## config.mk

```make
export PLATFORM = sky130hd
export DESIGN_NAME = qme_queue
export DESIGN_NICKNAME = d
export VERILOG_FILES = /design/src/rtl/qme_pkg.sv /design/src/rtl/qme_queue.sv
export SDC_FILE = /design/constraint.sdc
export NUM_CORES = 2
export LEC_CHECK = 0
export BUFFER_PORTS_ARGS = -buffer_cell sky130_fd_sc_hd__buf_4
export CAP_MARGIN = 5
export CORE_MARGIN = 2
export CORE_UTILIZATION = 55
export CTS_BUF_LIST = sky130_fd_sc_hd__clkbuf_2
export DETAILED_ROUTE_END_ITERATION = 8
export GPL_ROUTABILITY_DRIVEN = 0
export PLACE_DENSITY = 0.7
export SKIP_LAST_GASP = 1
export SYNTH_ARGS = -nofsm -noshare
export SYNTH_HDL_FRONTEND = slang
export SYNTH_SLANG_ARGS = --single-unit
```

## constraint.sdc

```tcl
create_clock -name clk -period 4.7 [get_ports clk]
set_input_delay 0.235 -clock clk [delete_from_list [all_inputs] [get_ports clk]]
set_output_delay 0.235 -clock clk [all_outputs]
set_load 0.005 [all_outputs]
```

## src/rtl/qme_pkg.sv

```systemverilog
`default_nettype none

package qme_pkg;

	// data path and field widths
	localparam int DATA_W      = 16;
	localparam int MODE_W      = 5;
	localparam int REG_IDX_W   = 5;
	localparam int TGT_W       = 10;
	localparam int NUM_REGS    = 26;
	localparam int QUEUE_DEPTH = 256;
	localparam int PTR_W       = $clog2(QUEUE_DEPTH);
	localparam int CNT_W       = $clog2(QUEUE_DEPTH + 1);
	localparam int DIV_CNT_W   = $clog2(DATA_W + 1);
	localparam int CHAR_W      = 8;

	// instruction codes
	localparam logic [MODE_W-1:0] OP_PUSH    = 5'd0;
	localparam logic [MODE_W-1:0] OP_ADD     = 5'd1;
	localparam logic [MODE_W-1:0] OP_SUB     = 5'd2;
	localparam logic [MODE_W-1:0] OP_MUL     = 5'd3;
	localparam logic [MODE_W-1:0] OP_DIV     = 5'd4;
	localparam logic [MODE_W-1:0] OP_MOD     = 5'd5;
	localparam logic [MODE_W-1:0] OP_POPREG  = 5'd6;
	localparam logic [MODE_W-1:0] OP_PUSHREG = 5'd7;
	localparam logic [MODE_W-1:0] OP_PRINTQ  = 5'd8;
	localparam logic [MODE_W-1:0] OP_PRINTR  = 5'd9;
	localparam logic [MODE_W-1:0] OP_PRINTCQ = 5'd10;
	localparam logic [MODE_W-1:0] OP_PRINTCR = 5'd11;
	localparam logic [MODE_W-1:0] OP_JMP     = 5'd12;
	localparam logic [MODE_W-1:0] OP_JZ      = 5'd13;
	localparam logic [MODE_W-1:0] OP_JEQ     = 5'd14;
	localparam logic [MODE_W-1:0] OP_JGT     = 5'd15;
	localparam logic [MODE_W-1:0] OP_QUIT    = 5'd16;

	typedef enum logic [1:0] {
		ERR_NONE  = 2'd0,
		ERR_UNDER = 2'd1,
		ERR_OVER  = 2'd2
	} err_t;

	typedef enum logic [2:0] {
		S_IDLE,
		S_DECODE,
		S_POPX,
		S_POPY,
		S_EXEC,
		S_DIV,
		S_POP1,
		S_REGB
	} state_t;

	// queue control from the sequencer
	typedef struct packed {
		logic push;
		logic pop;
	} q_ctl_t;

endpackage

`default_nettype wire

```

## src/rtl/qme_queue.sv

```systemverilog
`default_nettype none

module qme_queue (
	input  wire                          clk,
	input  wire                          arst_n,
	input  qme_pkg::q_ctl_t              ctl,
	input  wire  [qme_pkg::DATA_W-1:0]   wdata,
	output logic [qme_pkg::DATA_W-1:0]   rdata,
	output logic [qme_pkg::CNT_W-1:0]    count
);
	import qme_pkg::*;

	logic [DATA_W-1:0] mem [0:QUEUE_DEPTH-1];
	logic [DATA_W-1:0] rdata_q;
	logic [PTR_W-1:0]  head_q;
	logic [PTR_W-1:0]  tail_q;
	logic [CNT_W-1:0]  count_q;
	logic [PTR_W-1:0]  head_nxt;
	logic [PTR_W-1:0]  tail_nxt;

	// circular pointers
	assign head_nxt = (head_q == PTR_W'(QUEUE_DEPTH - 1)) ? '0 : head_q + 1'b1;
	assign tail_nxt = (tail_q == PTR_W'(QUEUE_DEPTH - 1)) ? '0 : tail_q + 1'b1;

	// storage, write at tail and registered read at head
	always_ff @(posedge clk) begin
		if (ctl.push) begin
			mem[tail_q] <= wdata;
		end
		if (ctl.pop) begin
			rdata_q <= mem[head_q];
		end
	end

	// pointers and fill level
	always_ff @(posedge clk or negedge arst_n) begin
		if (!arst_n) begin
			head_q  <= '0;
			tail_q  <= '0;
			count_q <= '0;
		end else begin
			if (ctl.push) begin
				tail_q <= tail_nxt;
			end
			if (ctl.pop) begin
				head_q <= head_nxt;
			end
			if (ctl.push && !ctl.pop) begin
				count_q <= count_q + 1'b1;
			end else if (ctl.pop && !ctl.push) begin
				count_q <= count_q - 1'b1;
			end
		end
	end

	assign rdata = rdata_q;
	assign count = count_q;

endmodule

`default_nettype wire

```

==> summary.md <==
| Metric | Value |
|---|---|
| Outcome | finished, final reports clean |
| Number of remaining DRC errors | 0 |
| Slew headroom | 18.52% |
| Largest family of logic cells by synthesized area | multiplexers |
| Yosys cell types | 55 |
| Io pins | 45 |
| Final slew viol count | 0 |
| Most common cell after layout, fill and taps aside | edfxtp_1 |
| Post-synth net total | 6601 |
| Clock-pin slew on the worst setup and hold paths | 0.10 ns |
| Setup-failing EPs final | 0 |
| Post-layout instance area | 176600 sq um |
| Vias | 78520 |
| Post-synthesis sequential area ratio | 78.33% |
| MaxCap Viol Count | 0 |
| Top_reg_cell synth | edfxtp_1 |
| Width of the die | 540.7 microns |
| Leakage power figure | 56.73 nW |
| P&R area growth vs syn | 11.48% |
| Initial Util | 55.13% |
| Wire length of the first global-routing pass | 562400 microns |
| Root buf cell | clkbuf_2 |
| H-tree Lvls | 6 |
| # clock sinks | 4137 |
| Crit share post-route | 94.98% |
| #FFs+latches synth | 4137 |
| Simple-Gate Fraction of Synth Area | 1.306% |
| Commonest non-fill, non-tap cells in the layout | edfxtp_1 (4112), clkbuf_2 (1370), mux4_2 (1245) |
| Largest net degree at the start of global routing | 177 |
| Area contributors post-synth | edfxtp_1 (78%), mux4_2 (18%), nor2_1 (0.71%), dfrtp_1 (0.39%), clkbuf_1 (0.38%) |
| Gate count after technology mapping | 6567 |
| Area leader, netlist | edfxtp_1 |
| FFs w/ async S/R, synth | 0.6043% |
| Area occupied by multi-input gates | 32900 sq um |
| Die ar. | 292400 sq um |
| Core Region | 287400 sq um |
| Post-synth EDFFs | 4112 |
| Fmax | 0.2240 GHz |
| YS warnings | 0 |
| Post_cts resized | 0 |
| DR iter-0 viols | 11040 |
| CTS tree | yes |
| Post-synth top area share | 77.93% |
| Final min period | 4.464 ns |
| Final Hold Violating Endpoints | 0 |
| Initial antenna violation count | 17 |
| DP Wirelength | 226900 microns |
| Setup Buffers After CTS | 0 |
| Clock Latency Late Sink | 2.29 ns |
| Layout cell share with drive strength beyond 1 | 39.59% |
| Register Area | 124100 sq um |
| Final wirelength | 393900 microns |
| RSZ-0062 raised after global routing | false |
| Num CTS Buffers | 964 |
| Crit path arrival time | 6.39 ns |
| Dpl cell area | 166500 sq um |
| Synth Area in Adders | 0.1153% |
| Slew @ Worst Pin | 1.219 ns |
| Layout fillers | 19790 |
| Pwr dens | 530.5 nW/um^2 |
| Syn_area_per_cell | 24.13 sq um |
| Vias in the first global route | 79160 |
| Drt first pass iters | 6 |
| Critical-path maximum fanout | 36 |
| Crit Path Class | reg -> reg |
| Xor and xnor fraction of the mapped netlist area | 0.09950% |
| Worst hold path type | in -> reg |
| CP required | 6.63 ns |
| Port Buffer Count | 44 |
| Skew final | 0.1899 ns |
| Synth Area in Compound Gates | 0.9421% |
| Mux contribution to synthesized area | 18.06% |
| Via/cell ratio | 6.372 |
| Reg2reg setup slack | 0.24 ns |
| Die Y | 540.7 microns |
| Final Util | 61.46% |
| Setup TNS | 0 ns |
| Gr usage total | 27.06% |
| Startpoint types | register |
| Layout Nets | 7810 |
| Post-route ant nets | 0 |
| Clock tree buffer depth | 4 |
| Grt total ovfl | 0 |
| Per-cell routed wire length | 31.97 microns |
| Synthesized area | 158400 sq um |
| FP Rows | 197 |
| Worst vdd ir | 0.0004016 V |
| Crit end category | register |
## area by class of cell
class	count	area share [%]
diodes	15	0.02125
clock buffers	1370	3.882
clock inverters	345	1.107
well taps	3781	2.678
inverters	10	0.02125
repair buffers	613	3.393
flip-flops and latches	4137	70.27
multi-input cells	2050	18.63
## worst max-delay path: stages (launching register included)
cell	delay, ns
dfrtp_4	0.79
buf_12	0.28
buf_12	0.32
buf_12	0.26
mux4_2	0.54
mux4_2	0.52
a22oi_1	0.38
nand2_1	0.32
a21oi_1	0.59
nand2_1	0.10
## state kept, by name, indices dropped and copies added, names as in the netlist
name	cells
head_q	8
rdata	16
mem	4096
count	9
tail_q	8
## through the flow
stage	hold WS (ns)	worst slack (ns)	total power, mW	std cells
finish	0.2475	0.2361	93.70	12320
global route	0.1417	0.1829	97.17	12310
CTS	0.02125	0.2786	94.32	12310
detailed placement	0.2170	0.4063	71.70	10500
global placement	0.2109	0.3559	71.48	10500
floorplan	-0.06059	1.815	60.76	6567
## final timing paths
kind                            from         end  cells past startpoint
max reg2reg                head_q[0]    rdata[2]                      9
max                        head_q[0]    rdata[2]                      9
min                         wdata[5]  mem[60][5]                      5
max in group asynchronous     arst_n   head_q[2]                      8
min reg2reg                 count[8]    count[8]                      1
min in group asynchronous     arst_n   tail_q[6]                      7
## power breakdown
part	internal, mW	switching (mW)	total [mW]	leakage (nW)
Clock	8.42	14.3	22.7	6.59
Sequential	41.0	0.763	41.8	37.3
Combinational	13.5	15.7	29.2	12.9
Total	62.9	30.8	93.7	56.7
## cell families after synthesis
family                     Yosys count
AOI/OAI and AO/OA                  219
xor gates and xnor gates            18
adders and majority gates           14
buffers and inverters              380
DFF                               4137
muxes                             1302
and+or+nand+nor                    497
## layer usage
layer  wire length, microns  global-route usage (%)  up-vias
li1                       -                       -    31380
met1                 149200                   38.89    41450
met2                 188100                   41.61     5060
met3                  43720                   6.083      619
met4                  12830                   9.450       10
met5                     59                       0        -
## cells in the mapped netlist, drive strengths merged, types with 25 or more instances
| cell | count |
|---|---|
| a22oi | 40 |
| clkbuf | 159 |
| mux4 | 1245 |
| dfrtp | 25 |
| o22ai | 55 |
| buf | 211 |
| o21ai | 39 |
| nor2 | 299 |
| edfxtp | 4112 |
| mux2i | 53 |
| nor3 | 33 |
| nand3 | 29 |
| nand2 | 88 |
## repair_timing
action,in CTS,in global routing
hold buffers,91,0
hold endpoints to repair,8115,0
endpoints found under the setup margin,0,0
No activity file was read; power rests on OpenSTA's default activity.
