File: src/rtl/qme_pkg.sv
`default_nettype none

package qme_pkg;

	// data path and field widths
	localparam int DATA_W      = 16;
	localparam int MODE_W      = 5;
	localparam int REG_IDX_W   = 5;
	localparam int TGT_W       = 10;
	localparam int NUM_REGS    = 26;
	localparam int QUEUE_DEPTH = 256;
	localparam int PTR_W       = $clog2(QUEUE_DEPTH);
	localparam int CNT_W       = $clog2(QUEUE_DEPTH + 1);
	localparam int DIV_CNT_W   = $clog2(DATA_W + 1);
	localparam int CHAR_W      = 8;

	// instruction codes
	localparam logic [MODE_W-1:0] OP_PUSH    = 5'd0;
	localparam logic [MODE_W-1:0] OP_ADD     = 5'd1;
	localparam logic [MODE_W-1:0] OP_SUB     = 5'd2;
	localparam logic [MODE_W-1:0] OP_MUL     = 5'd3;
	localparam logic [MODE_W-1:0] OP_DIV     = 5'd4;
	localparam logic [MODE_W-1:0] OP_MOD     = 5'd5;
	localparam logic [MODE_W-1:0] OP_POPREG  = 5'd6;
	localparam logic [MODE_W-1:0] OP_PUSHREG = 5'd7;
	localparam logic [MODE_W-1:0] OP_PRINTQ  = 5'd8;
	localparam logic [MODE_W-1:0] OP_PRINTR  = 5'd9;
	localparam logic [MODE_W-1:0] OP_PRINTCQ = 5'd10;
	localparam logic [MODE_W-1:0] OP_PRINTCR = 5'd11;
	localparam logic [MODE_W-1:0] OP_JMP     = 5'd12;
	localparam logic [MODE_W-1:0] OP_JZ      = 5'd13;
	localparam logic [MODE_W-1:0] OP_JEQ     = 5'd14;
	localparam logic [MODE_W-1:0] OP_JGT     = 5'd15;
	localparam logic [MODE_W-1:0] OP_QUIT    = 5'd16;

	typedef enum logic [1:0] {
		ERR_NONE  = 2'd0,
		ERR_UNDER = 2'd1,
		ERR_OVER  = 2'd2
	} err_t;

	typedef enum logic [2:0] {
		S_IDLE,
		S_DECODE,
		S_POPX,
		S_POPY,
		S_EXEC,
		S_DIV,
		S_POP1,
		S_REGB
	} state_t;

	// queue control from the sequencer
	typedef struct packed {
		logic push;
		logic pop;
	} q_ctl_t;

endpackage

`default_nettype wire

File: src/rtl/qme_div.sv
`default_nettype none

module qme_div (
	input  wire                          clk,
	input  wire                          arst_n,
	input  wire                          start,
	input  wire  [qme_pkg::DATA_W-1:0]   dividend,
	input  wire  [qme_pkg::DATA_W-1:0]   divisor,
	output logic                         done,
	output logic [qme_pkg::DATA_W-1:0]   quot,
	output logic [qme_pkg::DATA_W-1:0]   rem
);
	import qme_pkg::*;

	logic [DIV_CNT_W-1:0] cnt_q;
	logic                 done_q;
	logic [DATA_W-1:0]    q_q;
	logic [DATA_W-1:0]    r_q;
	logic [DATA_W-1:0]    d_q;
	logic [DATA_W:0]      trial;
	logic                 fits;
	logic [DATA_W:0]      diff;

	// one restoring step: shift in next dividend bit, subtract if it fits
	assign trial = {r_q, q_q[DATA_W-1]};
	assign fits  = trial >= {1'b0, d_q};
	assign diff  = trial - {1'b0, d_q};

	always_ff @(posedge clk or negedge arst_n) begin
		if (!arst_n) begin
			cnt_q  <= '0;
			done_q <= 1'b0;
		end else begin
			done_q <= 1'b0;
			if (start) begin
				cnt_q <= DIV_CNT_W'(DATA_W);
				q_q   <= dividend;
				r_q   <= '0;
				d_q   <= divisor;
			end else if (cnt_q != '0) begin
				r_q   <= fits ? diff[DATA_W-1:0] : trial[DATA_W-1:0];
				q_q   <= {q_q[DATA_W-2:0], fits};
				cnt_q <= cnt_q - 1'b1;
				if (cnt_q == DIV_CNT_W'(1)) begin
					done_q <= 1'b1;
				end
			end
		end
	end

	assign done = done_q;
	assign quot = q_q;
	assign rem  = r_q;

endmodule

`default_nettype wire

File: config.mk
export PLATFORM = sky130hd
export DESIGN_NAME = qme_div
export DESIGN_NICKNAME = d
export VERILOG_FILES = /design/src/rtl/qme_pkg.sv /design/src/rtl/qme_div.sv
export SDC_FILE = /design/constraint.sdc
export NUM_CORES = 1
export LEC_CHECK = 0
export BUFFER_PORTS_ARGS = -buffer_cell sky130_fd_sc_hd__buf_2
export CAP_MARGIN = 20
export CORE_AREA = 4 4 80 82
export CTS_CLUSTER_DIAMETER = 40
export DETAILED_ROUTE_END_ITERATION = 7
export DIE_AREA = 0 0 84 86
export GPL_TIMING_DRIVEN = 0
export PLACE_DENSITY = 0.89
export SKIP_LAST_GASP = 1
export SYNTH_ARGS = -nofsm -noshare
export SYNTH_HDL_FRONTEND = slang
export SYNTH_SLANG_ARGS = --single-unit
File: constraint.sdc
create_clock -name clk -period 6.8 [get_ports clk]
set_input_delay 1.02 -clock clk [delete_from_list [all_inputs] [get_ports clk]]
set_output_delay 1.02 -clock clk [all_outputs]
set_load 0.05 [all_outputs]
==> run_results.csv, run 1 <==
group,metric,value,unit
worst_setup_path,worst-path-buf-inv,1,
power,p_per_area,354.1,nW/um^2
worst_hold_path,hold_end,"quot[3]",
floorplan,rows,28,
floorplan,io_pins,68,
global_routing,grt_pass1_vias,2773,
global_routing,grt_usage,23.75,%
yosys,post-synth-top-area-fraction,43.00,%
yosys,yosys.area_share.simple,12.99,%
worst_setup_path,critPathCaptureType,"flip-flop",
yosys,synth_cell_types,52,
clocking,hold_buffers,0,
global_routing,grt_pass1_wl,13570,um
yosys,synthCells,309,
yosys,synth_top_family_by_area,"compound AO/OA/AOI/OAI gates",
yosys,synth_edf_count,48,
sta,finalHoldViolations,0,
worst_setup_path,cp.required,6.95,ns
worst_setup_path,slowest_delay,0.51,ns
finish,finalInstanceArea,3887,um^2
worst_setup_path,r2r_cells,7,
finish,drive_gt1_share,26.89,%
floorplan,core_area,5746,um^2
yosys,ys_seq_area_share,47.48,%
yosys,yosys.area.top_type,"edfxtp_1",
yosys,synth_compound_area_share,19.22,%
clocking,clockBufferDepth,2,
worst_hold_path,hold_depth,1,
power,leakage,1.587,nW
worst_hold_path,hold_class,"reg -> reg",
worst_setup_path,cp.arrival,3.08,ns
sta,fmax,0.3419,GHz
yosys,syn_area,3352,um^2
global_routing,antenna_found_initial,0,
yosys,synthTopCellsByCount,"48 x edfxtp_1, 26 x nor2_1, 21 x inv_1",
sta,fin_crit,2.925,ns
worst_hold_path,min_from,"quot[2]",
sta,setup_tns,0,ns
yosys,synthAdderAreaFrac,7.689,%
clocking,h-tree-depth,2,
power,ir_drop,0.1962,mV
yosys,synthArstFlopShare,11.11,%
worst_setup_path,cp_max_fo,10,
finish,area_growth,15.98,%
worst_setup_path,cpMaxStageDelayCell,"clkbuf_1",
status,outcome,"finished, final reports clean",
sta,rsz0062_at_grt,"no",
sta,slew_headroom,45.19,%
drt,routedWlPerCell,18.25,um
global_routing,grt-ovfl-total,0,
placed_design,dp_hpwl,6232,um
clocking,cts_resized,0,
yosys,synthFlopType,"edfxtp_1",
clocking,postCtsSetupBuffers,0,
worst_setup_path,reg2reg_slack,3.87,ns
finish,insertedDiodeCount,0,
placed_design,place_congestion,0.9117,
clocking,cts.sinks,54,
yosys,synth_seq_cells,54,
worst_setup_path,cpLargestDelayFamily,"compound AO/OA/AOI/OAI gates",
floorplan,start_util,58.34,%
clocking,cts_buffers,5,
yosys,yosysWarnings,0,
drt,vias,2744,
floorplan,die_w,84,um
worst_setup_path,critPathKind,"reg -> reg",
floorplan,fp.dieH,86,um
clocking,cts-root-buf,"clkbuf_8",
sta,tightest_slew,0.8222,ns
yosys,synth.area.top_cells,"edfxtp_1 43%, ha_1 7.1%, mux2_2 5.7%",
flow_run,cap_violations,0,
drt,vias_per_cell,5.991,
drt,drtIter0Drc,273,
sta,fin_skew,0.01983,ns
finish,layout.nets,437,
drt,route.detailed.drc,0,
yosys,synthXorXnorAreaFrac,2.613,%
worst_setup_path,startpoint_type,"flip-flop",
sta,hold_slack,0.5878,ns
drt,wl,8360,um
sta,slew_viol_final,0,
drt,drtPass1Iterations,5,
global_routing,grt_max_degree,25,
yosys,syn_area_per_cell,10.85,um^2
clocking,clkLatencyLatePin,0.33,ns
floorplan,die_area,7224,um^2
worst_setup_path,r2r_end,"rem[14]",
worst_setup_path,rr_startpoint,"rem[12]",
yosys,synth_most_common_cell,"edfxtp_1",
worst_setup_path,path_cells,"ha_1, nand4b_1, nor3_1, a21o_1, clkbuf_1, o221ai_2, a211oi_2",
sta,fin_crit_sh,43.02,%
placed_design,port_buffers,66,
yosys,synth_mux_area_share,5.711,%
yosys,syn-num-nets,364,
clocking,cts_tree,"yes",
drt,ant_nets,0,
placed_design,place_area,3776,um^2
clocking,clk_pin_slew,0.10,ns
power,power,1.377,mW
sta,setup_viol,0,
[metal layers]
metal,wire length (um),up-vias,track usage [%]
met3,849,17,6.532
met5,0,-,0
met4,165,0,6.871
met1,3200,1277,28.93
met2,4145,134,41.43
li1,-,1316,-
[worst register-to-register path, delay by kind of cell, from the launching register on]
kind,cells,cell delay [ns]
adder cells (fa/ha/maj),1,0.44
flip-flops,1,0.48
buffers and inverters,1,0.51
AND/OR/NAND/NOR,2,0.55
AO/OA/AOI/OAI,3,0.78
[cells in the final DEF (no fill, tap or decap), types with 4 or more instances in the layout]
master | Yosys | routed
edfxtp_1 | 48 | 48
clkbuf_1 | 12 | 12
buf_2 | 1 | 67
nor2_1 | 26 | 26
nand2b_1 | 6 | 6
o211ai_1 | 5 | 5
a211oi_2 | 4 | 4
o21bai_1 | 4 | 4
inv_1 | 21 | 21
nor4_1 | 8 | 8
mux2_2 | 17 | 17
nand3_1 | 7 | 7
a211o_1 | 5 | 5
ha_1 | 19 | 19
o21ai_0 | 16 | 16
clkbuf_8 | 0 | 5
xnor2_1 | 9 | 9
a21o_1 | 5 | 5
a21oi_1 | 18 | 18
a31oi_1 | 4 | 4
a311oi_1 | 4 | 4
nand2_1 | 17 | 17
nor3_1 | 4 | 4
dfrtp_1 | 6 | 6
[stage by stage]
step	setup WS [ns]	util, %	std cells
floorplan	4.096	-	309
global placement	3.981	65.72	450
detailed placement	3.929	65.72	450
CTS	3.935	67.66	458
global route	3.763	67.66	458
finish	3.875	67.66	458
[final cells by class]
type	count	area (um^2)
clock inverter	3	42.54
buffer	14	61.31
inverter	22	82.58
timing repair buffer	66	330.3
multi-input combinational	219	1617
tap	75	93.84
fill	459	1858
sequential	54	1592
clock buffer	5	68.82
[sequential cells by signal, indices dropped and copies added, names as in the netlist]
register and count:
cnt_q 5, d_q 16, done 1, quot 16, rem 16
[report_power, final]
group | switching (mW) | internal, mW | total [mW]
clock network | 0.113 | 0.110 | 0.223
logic | 0.437 | 0.231 | 0.668
registers | 0.0505 | 0.435 | 0.486
[kinds of logic (layout without fill, tap and decap cells)]
group | Yosys count | in the layout
AOI/OAI and AO/OA | 86 | 86
xor gates and xnor gates | 10 | 10
adders and majority gates | 20 | 20
buffers and inverters | 36 | 110
DFF | 54 | 54
muxes | 17 | 17
and+or+nand+nor | 86 | 86
[how the worst max path moves through the flow]
stage / start / end / slack (ns) / cells after the start
final: rem[12] / rem[14] / 3.87 / 7
after global routing: rem[12] / rem[15] / 3.76 / 7
after CTS: rem[12] / rem[14] / 3.94 / 7
after detailed placement: start / d_q[10] / 3.93 / 3
after global placement: start / d_q[10] / 3.98 / 3
after floorplan: rem[1] / rem[14] / 4.10 / 8
Power figures use the tool's default switching activity.
==> run 2: changes to the inputs <==
--- a/config.mk
+++ b/config.mk
@@ -5,14 +5,15 @@
 export SDC_FILE = /design/constraint.sdc
 export NUM_CORES = 1
 export LEC_CHECK = 0
+export ABC_AREA = 1
 export BUFFER_PORTS_ARGS = -buffer_cell sky130_fd_sc_hd__buf_2
 export CAP_MARGIN = 20
-export CORE_AREA = 4 4 80 82
+export CORE_AREA = 4 4 90 92
 export CTS_CLUSTER_DIAMETER = 40
 export DETAILED_ROUTE_END_ITERATION = 7
-export DIE_AREA = 0 0 84 86
+export DIE_AREA = 0 0 94 96
 export GPL_TIMING_DRIVEN = 0
-export PLACE_DENSITY = 0.89
+export PLACE_DENSITY = 0.79
 export SKIP_LAST_GASP = 1
 export SYNTH_ARGS = -nofsm -noshare
 export SYNTH_HDL_FRONTEND = slang
==> constraint.sdc (replaced) <==
create_clock -name clk -period 2.45 [get_ports clk]
set_input_delay 0.3675 -clock clk [delete_from_list [all_inputs] [get_ports clk]]
set_output_delay 0.3675 -clock clk [all_outputs]
set_load 0.05 [all_outputs]
==> run_results.csv, run 2 <==
group,metric,value,unit
status,outcome,"finished, final reports clean",
worst_setup_path,reg2reg_slack,0.23,ns
placed_design,dpl.cell_count,635,
worst_setup_path,r2r_cells,13,
sta,fmax,0.4508,GHz
sta,fin_skew,0.008642,ns
power,p_per_area,896.1,nW/um^2
yosys,yosys.area.top_type,"edfxtp_1",
yosys,syn-num-nets,525,
flow_run,cap_violations,0,
clocking,cts_tree,"yes",
worst_setup_path,critPathKind,"reg -> reg",
clocking,cts.sinks,54,
worst_setup_path,critPathCaptureType,"flip-flop",
sta,tightest_slew,0.6707,ns
floorplan,io_pins,68,
floorplan,rows,31,
drt,m1WireLength,3750,um
finish,stdcell_count,643,
sta,finalHoldViolations,0,
worst_setup_path,startpoint_type,"flip-flop",
clocking,clockBufferDepth,2,
yosys,synth_edf_count,48,
drt,wl,8468,um
worst_setup_path,cp.arrival,2.31,ns
yosys,synthAdderAreaFrac,7.113,%
yosys,synth.area.top_cells,"edfxtp_1 40%, nand2_1 18%, inv_1 9.3%",
worst_setup_path,r2r_end,"rem[9]",
sta,slew_viol_final,0,
clocking,cts_buffers,5,
yosys,yosys.area_share.simple,30.18,%
power,ir_drop,0.4335,mV
finish,layout_common_cells,"172 x nand2_1, 90 x inv_1, 66 x buf_2, 48 x edfxtp_1, 35 x nand3_1",
sta,rsz0062_at_grt,"no",
clocking,cts-root-buf,"clkbuf_8",
global_routing,grt_pass1_wl,14060,um
global_routing,grt_usage,19.82,%
yosys,synthCells,470,
worst_setup_path,rr_startpoint,"rem[6]",
yosys,yosysWarnings,0,
yosys,syn_area_per_cell,7.710,um^2
drt,dr_wl_met2,4110,um
sta,fin_crit,2.218,ns
floorplan,die_area,9024,um^2
drt,drtPass1Iterations,5,
drt,drtIter0Drc,231,
yosys,synthTopCellsByCount,"172 x nand2_1, 90 x inv_1, 48 x edfxtp_1",
worst_setup_path,cp_max_fo,8,
floorplan,core_area,7214,um^2
yosys,syn_area,3623,um^2
floorplan,die_w,94,um
finish,layout.nets,598,
drt,vias_per_cell,4.964,
global_routing,grt_max_degree,25,
yosys,post-synth-top-area-fraction,39.78,%
yosys,synth_mux_area_share,0,%
sta,setup_viol,0,
yosys,synthFlopType,"edfxtp_1",
placed_design,dp_hpwl,6589,um
global_routing,antenna_found_initial,0,
clocking,clk_pin_slew,0.11,ns
global_routing,grt_pass1_vias,3018,
power,leakage,2.209,nW
finish,insertedDiodeCount,0,
sta,slew_headroom,55.24,%
yosys,synth_cell_types,33,
finish,final_common_cell,"nand2_1",
finish,nFillCells,668,
yosys,synth_seq_cells,54,
worst_hold_path,hold_class,"in -> async",
drt,vias,3192,
yosys,ys_seq_area_share,43.92,%
drt,wl_met3,507,um
drt,route.detailed.drc,0,
finish,drive_gt1_share,19.30,%
placed_design,port_buffers,66,
yosys,synth_compound_area_share,5.905,%
yosys,synth_most_common_cell,"nand2_1",
clocking,clkLatencyLatePin,0.32,ns
drt,routedWlPerCell,13.17,um
floorplan,start_util,50.23,%
sta,fin_crit_sh,90.54,%
placed_design,place_congestion,0.9668,
clocking,h-tree-depth,2,
finish,fin_util,58.10,%
sta,setup_tns,0,ns
finish,area_growth,15.68,%
floorplan,fp.dieH,96,um
yosys,synth_top_family_by_area,"simple AND/OR/NAND/NOR gates",
yosys,synthXorXnorAreaFrac,1.692,%
clocking,hold_buffers,0,
drt,maxUsedRoutingLayer,"met4",
global_routing,grt-ovfl-total,0,
worst_setup_path,cp.required,2.54,ns
yosys,synthArstFlopShare,11.11,%
drt,ant_nets,0,
## run 2: how the worst max path moves through the flow
| stage | start | end | slack [ns] |
|---|---|---|---|
| 2_1_floorplan | quot[15] | rem[12] | 0.24 |
| 6_report | rem[6] | rem[9] | 0.23 |
| 3_5_place_dp | rem[6] | rem[9] | 0.23 |
| 4_1_cts | rem[6] | rem[9] | 0.22 |
| 5_1_grt | rem[6] | rem[5] | 0.06 |
| 3_3_place_gp | rem[6] | rem[9] | 0.26 |
## run 2: cells by family (layout without fill, tap and decap cells)
group	Yosys count	after routing
xor gates and xnor gates	7	7
adders and majority gates	20	20
buffers and inverters	103	177
AOI/OAI and AO/OA	35	35
DFF	54	54
and+or+nand+nor	251	251
## run 2: cell type report
type | instances | area (um^2) | area share, %
repair buffers | 66 | 330.3 | 7.881
clock inverters | 2 | 17.52 | 0.4179
inverters | 93 | 349.1 | 8.328
flip-flops and latches | 54 | 1592 | 37.97
plain buffers | 10 | 56.30 | 1.343
clock buffers | 6 | 93.84 | 2.239
multi-input cells | 313 | 1629 | 38.87
well taps | 99 | 123.9 | 2.955
## run 2: metal layers
metal,GRT usage (%),vias up
met2,34.71,103
li1,-,1617
met3,3.831,8
met5,0,-
met4,4.212,0
met1,25.56,1464
## run 2: what timing repair did
action | in CTS | in global routing
setup endpoints to repair | 0 | 16
resized for setup | 0 | 1
hold endpoints to repair | 0 | 0
setup buffers | 0 | 0
## run 2: stage by stage
stage | instance area [um^2] | hold WS, ns | power, mW | setup WS, ns
3_3_place_gp | 4078 | 0.3990 | 3.111 | 0.2593
5_1_grt | 4192 | 0.04700 | 4.046 | 0.05665
4_1_cts | 4189 | 0.04429 | 3.762 | 0.2205
2_1_floorplan | 3623 | 0.07191 | 2.737 | 0.2388
3_5_place_dp | 4078 | 0.4016 | 3.168 | 0.2324
6_report | 4192 | 0.03830 | 3.756 | 0.2317
## run 2: critical path: stages (launching register included)
cell and delay (ns):
edfxtp_1 0.48, ha_1 0.38, nand2_1 0.15, inv_1 0.05, nand2_1 0.06, nand2_1 0.07
inv_1 0.07, nand3_2 0.12, nand2_2 0.12, nand2_4 0.12, inv_2 0.16, nand2_1 0.07
nand3_1 0.08, nand2_1 0.05
## run 2: power by group
group	switching (mW)	total, mW	internal (mW)	leakage, nW
Combinational	1.26	1.84	0.575	1.61
Clock	0.326	0.596	0.270	0.0569
Sequential	0.123	1.32	1.20	0.547
Total	1.71	3.76	2.04	2.21
